`src/rtl/xed_pkg.sv`:
```
// Types, entity tables and constants shared by the entity decoder modules.
`default_nettype none

package xed_pkg;

	localparam int NUM_FORMS = 6;
	localparam int FORM_MAX  = 6;
	localparam int MAX_HELD  = 5;
	localparam int CNT_W     = 3;

	typedef logic [15:0] unit_t;

	localparam unit_t AMP = 16'h0026;

	// Code units of each entity, padded with zero after its end.
	localparam unit_t FORM_UNITS [NUM_FORMS][FORM_MAX] = '{
		'{16'h0026, 16'h006E, 16'h0062, 16'h0073, 16'h0070, 16'h003B},
		'{16'h0026, 16'h0061, 16'h006D, 16'h0070, 16'h003B, 16'h0000},
		'{16'h0026, 16'h006C, 16'h0074, 16'h003B, 16'h0000, 16'h0000},
		'{16'h0026, 16'h0067, 16'h0074, 16'h003B, 16'h0000, 16'h0000},
		'{16'h0026, 16'h0071, 16'h0075, 16'h006F, 16'h0074, 16'h003B},
		'{16'h0026, 16'h0061, 16'h0070, 16'h006F, 16'h0073, 16'h003B}
	};

	localparam logic [CNT_W-1:0] FORM_LEN [NUM_FORMS] = '{
		3'd6, 3'd5, 3'd4, 3'd4, 3'd6, 3'd6
	};

	localparam unit_t FORM_VALUE [NUM_FORMS] = '{
		16'h00A0, 16'h0026, 16'h003C, 16'h003E, 16'h0022, 16'h0027
	};

	// One command for the back end: held units to replay, then an optional tail unit.
	typedef struct packed {
		unit_t [MAX_HELD-1:0] units;
		logic [CNT_W-1:0]     count;
		logic                 tail_valid;
		unit_t                tail_unit;
		logic                 tail_last;
	} cmd_t;

	typedef struct packed {
		logic full;
		logic empty;
	} qstat_t;

endpackage

`default_nettype wire

```
`src/rtl/xed_stream_if.sv`:
```
// Stream interfaces for the text input and the decoded output of the entity decoder.
`default_nettype none

interface xed_text_if;
	logic        valid;
	logic        ready;
	logic [15:0] code_unit;
	logic        end_of_text;

	modport source(output valid, output code_unit, output end_of_text, input ready);
	modport sink(input valid, input code_unit, input end_of_text, output ready);
endinterface

interface xed_decoded_if;
	logic        valid;
	logic        ready;
	logic [15:0] out_unit;
	logic        out_last;

	modport source(output valid, output out_unit, output out_last, input ready);
	modport sink(input valid, input out_unit, input out_last, output ready);
endinterface

`default_nettype wire

```
`src/rtl/xml_entity_decode_stream_top.sv`:
```
// Top level of the streaming XML entity decoder for UTF-16 text.
`default_nettype none

// The decoder takes one UTF-16 code unit per transfer on text and replaces the entities
// &nbsp; &amp; &lt; &gt; &quot; &apos; with 0x00A0, '&', '<', '>', '"' and the apostrophe;
// every other unit passes through. While the units after a '&' can still form an entity,
// up to five of them are held inside the front end and nothing comes out. When the match
// breaks, or the text ends, the held units go out in order as literals, followed by the new
// unit (a new '&' in the middle of a text starts a fresh match instead). A completed entity
// yields one unit, and the final result of a text carries out_last. The front end accepts a
// unit in every cycle while the command queue is not full; each unit that produces output
// writes one command into a queue of QUEUE_DEPTH entries, and the back end turns each
// command into one to six results at one result per cycle while decoded.ready stays high.
// The command is written at the edge where its unit transfers; the back end loads its
// results from the queue head into the output register, from which they are offered on
// decoded. text.ready drops only while the command queue is full. That happens when the
// output side is stalled, and also with decoded.ready high when a long replay of held
// units is still draining while new units keep arriving. Because a text never yields more
// results than units, the back end catches up while later units are held, and the
// sustained rate is one unit per cycle whenever decoded.ready stays high.

module xml_entity_decode_stream_top #(
	parameter int QUEUE_DEPTH = 4
) (
	input wire logic      clk,
	input wire logic      arst_n,
	xed_text_if.sink      text,
	xed_decoded_if.source decoded
);
	import xed_pkg::*;

	// Command path from the matcher to the expander.
	logic   push;
	logic   pop;
	cmd_t   push_cmd;
	cmd_t   head;
	qstat_t qstat;

	// The front end classifies each incoming unit against the entity tables.
	xed_front u_front (
		.clk    (clk),
		.arst_n (arst_n),
		.text   (text),
		.qstat  (qstat),
		.push   (push),
		.cmd    (push_cmd)
	);

	// The queue lets the input keep flowing while a long flush drains on the output.
	xed_cmd_queue #(
		.DEPTH (QUEUE_DEPTH)
	) u_queue (
		.clk      (clk),
		.arst_n   (arst_n),
		.push     (push),
		.push_cmd (push_cmd),
		.pop      (pop),
		.head     (head),
		.stat     (qstat)
	);

	// The back end replays held units and the tail unit into the output register.
	xed_back u_back (
		.clk     (clk),
		.arst_n  (arst_n),
		.head    (head),
		.qstat   (qstat),
		.pop     (pop),
		.decoded (decoded)
	);

endmodule

`default_nettype wire

```
`src/rtl/xed_front.sv`:
```
// Front end: accepts code units, tracks the entity match and issues output commands.
`default_nettype none

module xed_front (
	input wire logic          clk,
	input wire logic          arst_n,
	xed_text_if.sink          text,
	input wire xed_pkg::qstat_t qstat,
	output logic              push,
	output xed_pkg::cmd_t     cmd
);
	import xed_pkg::*;

	logic [CNT_W-1:0]     count_q;
	logic [NUM_FORMS-1:0] cand_q;
	unit_t                pend_q [MAX_HELD];

	logic [NUM_FORMS-1:0] cand;
	logic [NUM_FORMS-1:0] match;
	logic [NUM_FORMS-1:0] hit_full;
	logic [NUM_FORMS-1:0] hit_pre;
	logic                 full_any;
	logic                 pre_any;
	logic                 take;
	logic                 do_hold;
	logic                 amp_restart;
	unit_t                full_value;

	// With nothing held every entity is still a candidate.
	always_comb begin
		cand = (count_q == '0) ? '1 : cand_q;
		for (int f = 0; f < NUM_FORMS; f++) begin
			match[f]    = cand[f] && (FORM_LEN[f] > count_q) &&
				(text.code_unit == FORM_UNITS[f][count_q]);
			hit_full[f] = match[f] && (FORM_LEN[f] == count_q + CNT_W'(1));
			hit_pre[f]  = match[f] && (FORM_LEN[f] > count_q + CNT_W'(1));
		end
		full_any   = |hit_full;
		pre_any    = |hit_pre;
		full_value = '0;
		for (int f = NUM_FORMS - 1; f >= 0; f--) begin
			if (hit_full[f]) begin
				full_value = FORM_VALUE[f];
			end
		end
	end

	assign text.ready  = !qstat.full;
	assign take        = text.valid && text.ready;
	assign do_hold     = pre_any && !text.end_of_text && (count_q < CNT_W'(MAX_HELD));
	assign amp_restart = (text.code_unit == AMP) && !text.end_of_text;

	always_comb begin
		for (int k = 0; k < MAX_HELD; k++) begin
			cmd.units[k] = pend_q[k];
		end
		cmd.count      = full_any ? '0 : count_q;
		cmd.tail_valid = full_any || !amp_restart;
		cmd.tail_unit  = full_any ? full_value : text.code_unit;
		cmd.tail_last  = text.end_of_text;
	end

	// A held unit or a restarted match produces nothing unless earlier units must be replayed.
	assign push = take && (full_any || (!do_hold && ((count_q != '0) || !amp_restart)));

	always_ff @(posedge clk or negedge arst_n) begin
		if (!arst_n) begin
			count_q <= '0;
			cand_q  <= '0;
		end else if (take) begin
			if (full_any) begin
				count_q <= '0;
			end else if (do_hold) begin
				count_q <= count_q + CNT_W'(1);
				cand_q  <= hit_pre;
			end else if (amp_restart) begin
				count_q <= CNT_W'(1);
				cand_q  <= '1;
			end else begin
				count_q <= '0;
			end
		end
	end

	always_ff @(posedge clk) begin
		if (take && !full_any) begin
			if (do_hold) begin
				pend_q[count_q] <= text.code_unit;
			end else if (amp_restart) begin
				pend_q[0] <= text.code_unit;
			end
		end
	end

endmodule

`default_nettype wire

```
`src/rtl/xed_cmd_queue.sv`:
```
// Small command queue between the front end and the back end.
`default_nettype none

module xed_cmd_queue #(
	parameter int DEPTH = 4
) (
	input wire logic            clk,
	input wire logic            arst_n,
	input wire logic            push,
	input wire xed_pkg::cmd_t   push_cmd,
	input wire logic            pop,
	output xed_pkg::cmd_t       head,
	output xed_pkg::qstat_t     stat
);
	import xed_pkg::*;

	localparam int PTR_W  = $clog2(DEPTH);
	localparam int QCNT_W = $clog2(DEPTH + 1);

	cmd_t              mem_q [DEPTH];
	logic [PTR_W-1:0]  wr_ptr_q;
	logic [PTR_W-1:0]  rd_ptr_q;
	logic [QCNT_W-1:0] cnt_q;

	assign head       = mem_q[rd_ptr_q];
	assign stat.full  = (cnt_q == QCNT_W'(DEPTH));
	assign stat.empty = (cnt_q == '0);

	always_ff @(posedge clk or negedge arst_n) begin
		if (!arst_n) begin
			wr_ptr_q <= '0;
			rd_ptr_q <= '0;
			cnt_q    <= '0;
		end else begin
			if (push) begin
				wr_ptr_q <= (wr_ptr_q == PTR_W'(DEPTH - 1)) ? '0 : wr_ptr_q + PTR_W'(1);
			end
			if (pop) begin
				rd_ptr_q <= (rd_ptr_q == PTR_W'(DEPTH - 1)) ? '0 : rd_ptr_q + PTR_W'(1);
			end
			if (push && !pop) begin
				cnt_q <= cnt_q + QCNT_W'(1);
			end else if (pop && !push) begin
				cnt_q <= cnt_q - QCNT_W'(1);
			end
		end
	end

	always_ff @(posedge clk) begin
		if (push) begin
			mem_q[wr_ptr_q] <= push_cmd;
		end
	end

endmodule

`default_nettype wire

```
`src/rtl/xed_back.sv`:
```
// Back end: expands each command into the output register, one unit per cycle unless stalled.
`default_nettype none

module xed_back (
	input wire logic            clk,
	input wire logic            arst_n,
	input wire xed_pkg::cmd_t   head,
	input wire xed_pkg::qstat_t qstat,
	output logic                pop,
	xed_decoded_if.source       decoded
);
	import xed_pkg::*;

	logic [CNT_W-1:0] idx_q;
	logic             out_valid_q;
	unit_t            out_unit_q;
	logic             out_last_q;

	unit_t held_unit;
	unit_t cur_unit;
	logic  cur_last;
	logic  is_final;
	logic  load;

	always_comb begin
		held_unit = '0;
		for (int k = 0; k < MAX_HELD; k++) begin
			if (idx_q == CNT_W'(k)) begin
				held_unit = head.units[k];
			end
		end
		if (idx_q < head.count) begin
			cur_unit = held_unit;
			cur_last = 1'b0;
			is_final = !head.tail_valid && (idx_q + CNT_W'(1) == head.count);
		end else begin
			cur_unit = head.tail_unit;
			cur_last = head.tail_last;
			is_final = 1'b1;
		end
	end

	assign load = !qstat.empty && (!out_valid_q || decoded.ready);
	assign pop  = load && is_final;

	assign decoded.valid    = out_valid_q;
	assign decoded.out_unit = out_unit_q;
	assign decoded.out_last = out_last_q;

	always_ff @(posedge clk or negedge arst_n) begin
		if (!arst_n) begin
			out_valid_q <= 1'b0;
			idx_q       <= '0;
		end else if (load) begin
			out_valid_q <= 1'b1;
			idx_q       <= is_final ? '0 : idx_q + CNT_W'(1);
		end else if (decoded.ready) begin
			out_valid_q <= 1'b0;
		end
	end

	always_ff @(posedge clk) begin
		if (load) begin
			out_unit_q <= cur_unit;
			out_last_q <= cur_last;
		end
	end

endmodule

`default_nettype wire

```
`src/flat_wrapper.sv`:
```
// flat-port wrapper written by rule: the top's interface ports become plain ports
module xml_entity_decode_stream_top_flat import xed_pkg::*;
#(
	parameter int QUEUE_DEPTH = 4
)
  (clk, arst_n, text_valid, text_code_unit, text_end_of_text, text_ready, decoded_valid, decoded_out_unit, decoded_out_last, decoded_ready);
  xed_text_if text_i ();
  xed_decoded_if decoded_i ();
  input wire logic clk;
  input wire logic arst_n;
  input wire logic [$bits(text_i.valid)-1:0] text_valid;
  input wire logic [$bits(text_i.code_unit)-1:0] text_code_unit;
  input wire logic [$bits(text_i.end_of_text)-1:0] text_end_of_text;
  output wire logic [$bits(text_i.ready)-1:0] text_ready;
  output wire logic [$bits(decoded_i.valid)-1:0] decoded_valid;
  output wire logic [$bits(decoded_i.out_unit)-1:0] decoded_out_unit;
  output wire logic [$bits(decoded_i.out_last)-1:0] decoded_out_last;
  input wire logic [$bits(decoded_i.ready)-1:0] decoded_ready;
  assign text_i.valid = text_valid;
  assign text_i.code_unit = text_code_unit;
  assign text_i.end_of_text = text_end_of_text;
  assign text_ready = text_i.ready;
  assign decoded_valid = decoded_i.valid;
  assign decoded_out_unit = decoded_i.out_unit;
  assign decoded_out_last = decoded_i.out_last;
  assign decoded_i.ready = decoded_ready;
  xml_entity_decode_stream_top #(.QUEUE_DEPTH(QUEUE_DEPTH)) u_core (.clk(clk), .arst_n(arst_n), .text(text_i), .decoded(decoded_i));
endmodule
```
`config.mk`:
```
export PLATFORM = sky130hd
export DESIGN_NAME = xml_entity_decode_stream_top_flat
export DESIGN_NICKNAME = d
export VERILOG_FILES = /design/src/rtl/xed_pkg.sv /design/src/rtl/xed_stream_if.sv /design/src/rtl/xml_entity_decode_stream_top.sv /design/src/rtl/xed_front.sv /design/src/rtl/xed_cmd_queue.sv /design/src/rtl/xed_back.sv /design/src/flat_wrapper.sv
export SDC_FILE = /design/constraint.sdc
export NUM_CORES = 1
export LEC_CHECK = 0
export BUFFER_PORTS_ARGS = -buffer_cell sky130_fd_sc_hd__buf_4
export CAP_MARGIN = 10
export CORE_ASPECT_RATIO = 1.25
export CORE_MARGIN = 8
export CORE_UTILIZATION = 56
export DETAILED_ROUTE_END_ITERATION = 8
export GPL_ROUTABILITY_DRIVEN = 0
export PLACE_DENSITY = 0.75
export SETUP_SLACK_MARGIN = 0.1
export SYNTH_ARGS = -nofsm -noshare
export SYNTH_HDL_FRONTEND = slang
export SYNTH_SLANG_ARGS = --single-unit
```
`constraint.sdc`:
```
create_clock -name clk -period 5.18 [get_ports clk]
set_clock_uncertainty 0.05 [all_clocks]
set_input_delay 0.777 -clock clk [delete_from_list [all_inputs] [get_ports clk]]
set_output_delay 0.777 -clock clk [all_outputs]
set_load 0.02 [all_outputs]
```
==> flow_summary.json <==
{
  "synth_area_leaders": "edfxtp_1 72%, mux4_2 11%, dfrtp_1 2.4%",
  "final.setup.tns_ns": 0,
  "core_sq_mm": 0.0371,
  "path_max_fanout": 101,
  "cts_tree": "yes",
  "cts_max_path_buffers": 3,
  "synth_top_area_cell": "edfxtp_1",
  "grt-ovfl-total": 0,
  "avgRoutedWirePerCell_um": 27.1,
  "synth.top_cell.area_share": 0.719,
  "endpoint": "u_core.u_queue.mem_q[1][70]",
  "layout-drive-gt1-share": 0.232,
  "initial_utilization": 0.565,
  "nNetsFinal": 1199,
  "cp-end-kind": "register",
  "vias_per_cell": 6.31,
  "port_buffers": 39,
  "dp_cells": 1591,
  "multi_input_area_sq_mm": 0.00501,
  "wl_mm": 45.5,
  "diodes": 0,
  "hold_class": "in2async",
  "dr.pass1.iters": 6,
  "r2r_cells": 10,
  "r2r_start": "u_core.u_front.count_q[1]",
  "ir_drop_mv": 0.338,
  "via_count": 10590,
  "max_stage_delay_ns": 0.58,
  "fillers": 2464,
  "synth-edff-count": 501,
  "area_delta_synth_final_pct": 11.6,
  "clock-sinks": 521,
  "ctsHoldBuffers": 0,
  "slew_headroom": 0.404,
  "dp_worst_setup_slack_ns": 1.05,
  "arrival_ns": 4.39,
  "clock_latency_ns": 0.57,
  "root_buffer": "clkbuf_16",
  "min_period_over_period": 0.821,
  "ys_ff_latch": 521,
  "grt_max_degree": 102,
  "die_area_sq_mm": 0.0439,
  "drv_slew": 0,
  "clk_pin_slew_worst_paths_ns": 0.06,
  "yosysUniqueCellTypes": 79,
  "postPlaceCellArea_sq_mm": 0.0219,
  "grt_pass1_vias": 10847,
  "syn_nets": 1146,
  "die_width_um": 189,
  "fin_ws_ns": 0.927,
  "status": "finished, final reports clean",
  "cap_violations": 0,
  "setup_viol": 0,
  "tightest_slew_ns": 0.893,
  "layout_commonest_cell": "edfxtp_1",
  "timing.fmax_mhz": 235,
  "die-height_um": 232,
  "r2r_slack_ns": 0.93,
  "p_total_uw": 12600,
  "path_cells": "inv_1 -> ha_1 -> inv_1 -> o221a_2 -> a41oi_1 -> o21ai_2 -> o21ai_2 -> o211a_4 -> and2_4 -> buf_12",
  "final_area_sq_mm": 0.0233,
  "ys_seq_area_frac": 0.743,
  "criticalPathCategory": "reg2reg",
  "track_usage": 0.209,
  "remaining_drc_errors": 0,
  "r2r_end": "u_core.u_queue.mem_q[1][70]",
  "ys_async_sr_fraction": 0.0384,
  "htreeDepth": 2,
  "rsz0062_at_grt": "no",
  "io_pins": 40,
  "period_needed_ns": 4.25,
  "power_density_mw_per_mm2": 541,
  "p_leak_uw": 0.00757,
  "register_area_sq_mm": 0.0156,
  "cts_setup_buffers": 0,
  "ys_warn_count": 0,
  "slowest_stage": "dfrtp_1",
  "layout_common_cells": "501 x edfxtp_1, 101 x mux4_2, 63 x buf_4",
  "cp-startpoint": "u_core.u_front.count_q[1]",
  "antenna_left": 0,
  "cts_made_buffers": 48,
  "hold_violations": 0,
  "cts_resized": 0,
  "avgSynthCellArea_sq_um": 19.0,
  "ys.flop_type": "edfxtp_1",
  "post-dp-hpwl_mm": 26.4,
  "row_count": 79,
  "crit_required_ns": 5.31,
  "worstSetupStartpointType": "register",
  "dr.first_iter.drc_count": 1112,
  "antenna_found_initial": 0,
  "grt_first_pass_wirelength_mm": 68.4,
  "syn-cell-area_sq_mm": 0.0209,
  "synthCells": 1102,
  "fin_cells": 1677
}
worst min path at each step:
stage                                 startpoint                      endpoint
global route                              arst_n     u_core.u_front.count_q[0]
detailed placement   u_core.u_back.decoded.valid   u_core.u_back.decoded.valid
global placement     u_core.u_front.pend_q[0][3]   u_core.u_queue.mem_q[0][24]
finish                                    arst_n      u_core.u_front.cand_q[2]
CTS                                       arst_n       u_core.u_queue.cnt_q[0]
floorplan           u_core.u_front.pend_q[4][15]  u_core.u_queue.mem_q[0][100]
stage by stage:
stage | hold WS, ns | util
3_5_place_dp | 0.431 | 0.591
3_3_place_gp | 0.417 | 0.591
2_1_floorplan | 0.409 | -
4_1_cts | 0.0320 | 0.630
6_report | 0.0444 | 0.630
5_1_grt | 0.0430 | 0.630
power by group:
part	switching (uW)	leakage (uW)	internal, uW	total (uW)
Clock	1440	0.000706	1830	3270
Combinational	2150	0.00203	1470	3620
Sequential	269	0.00483	5470	5740
per-layer routing:
layer	routed length, um	vias up	track usage
li1	-	4562	-
met1	17200	5455	0.263
met2	23800	485	0.361
met3	3160	88	0.0362
met4	1380	0	0.0734
met5	0	-	0
worst max-delay path, delay by kind of cell (launching register included):
kind / cells / cell delay, ns
compound gates: 5 / 1.49
fa+ha+maj: 1 / 0.56
buf+inv: 3 / 0.86
flops: 1 / 0.58
simple gates: 1 / 0.17
kinds of logic after synthesis:
logic type,synth area share
mux,0.116
fa+ha+maj,0.0141
buf+inv,0.0206
compound gates,0.0500
flops,0.743
simple gates,0.0469
xor+xnor,0.0100
synthesized netlist by cell type (7+ instances only):
library cell    n
edfxtp_1      501
mux4_2        101
nand2_1        58
o21ai_0        45
nor2_1         39
clkbuf_1       34
inv_1          25
buf_2          24
ha_1           22
dfrtp_1        20
a222oi_1       16
o311ai_0       16
xnor2_1        13
and2_1         11
nand3_1        11
xor2_1         11
a21oi_1        10
nand2b_1        9
nor4_1          7
registers in the layout (all words and copies together) (netlist names):
name                            cells
u_core.u_back.decoded.out_last      1
u_core.u_back.decoded.out_unit     16
u_core.u_back.decoded.valid         1
u_core.u_back.idx_q                 3
u_core.u_front.cand_q               6
u_core.u_front.count_q              3
u_core.u_front.pend_q              80
u_core.u_queue.cnt_q                3
u_core.u_queue.mem_q              404
u_core.u_queue.rd_ptr_q             2
u_core.u_queue.wr_ptr_q             2
layout make-up:
cell class | instances | share of cell area
Sequential cell | 521 | 0.666
Multi-Input combinational cell | 486 | 0.214
Clock buffer | 59 | 0.0541
Timing Repair Buffer | 71 | 0.0271
Tap cell | 486 | 0.0260
Clock inverter | 27 | 0.00782
Inverter | 27 | 0.00434
Power figures use the tool's default switching activity.
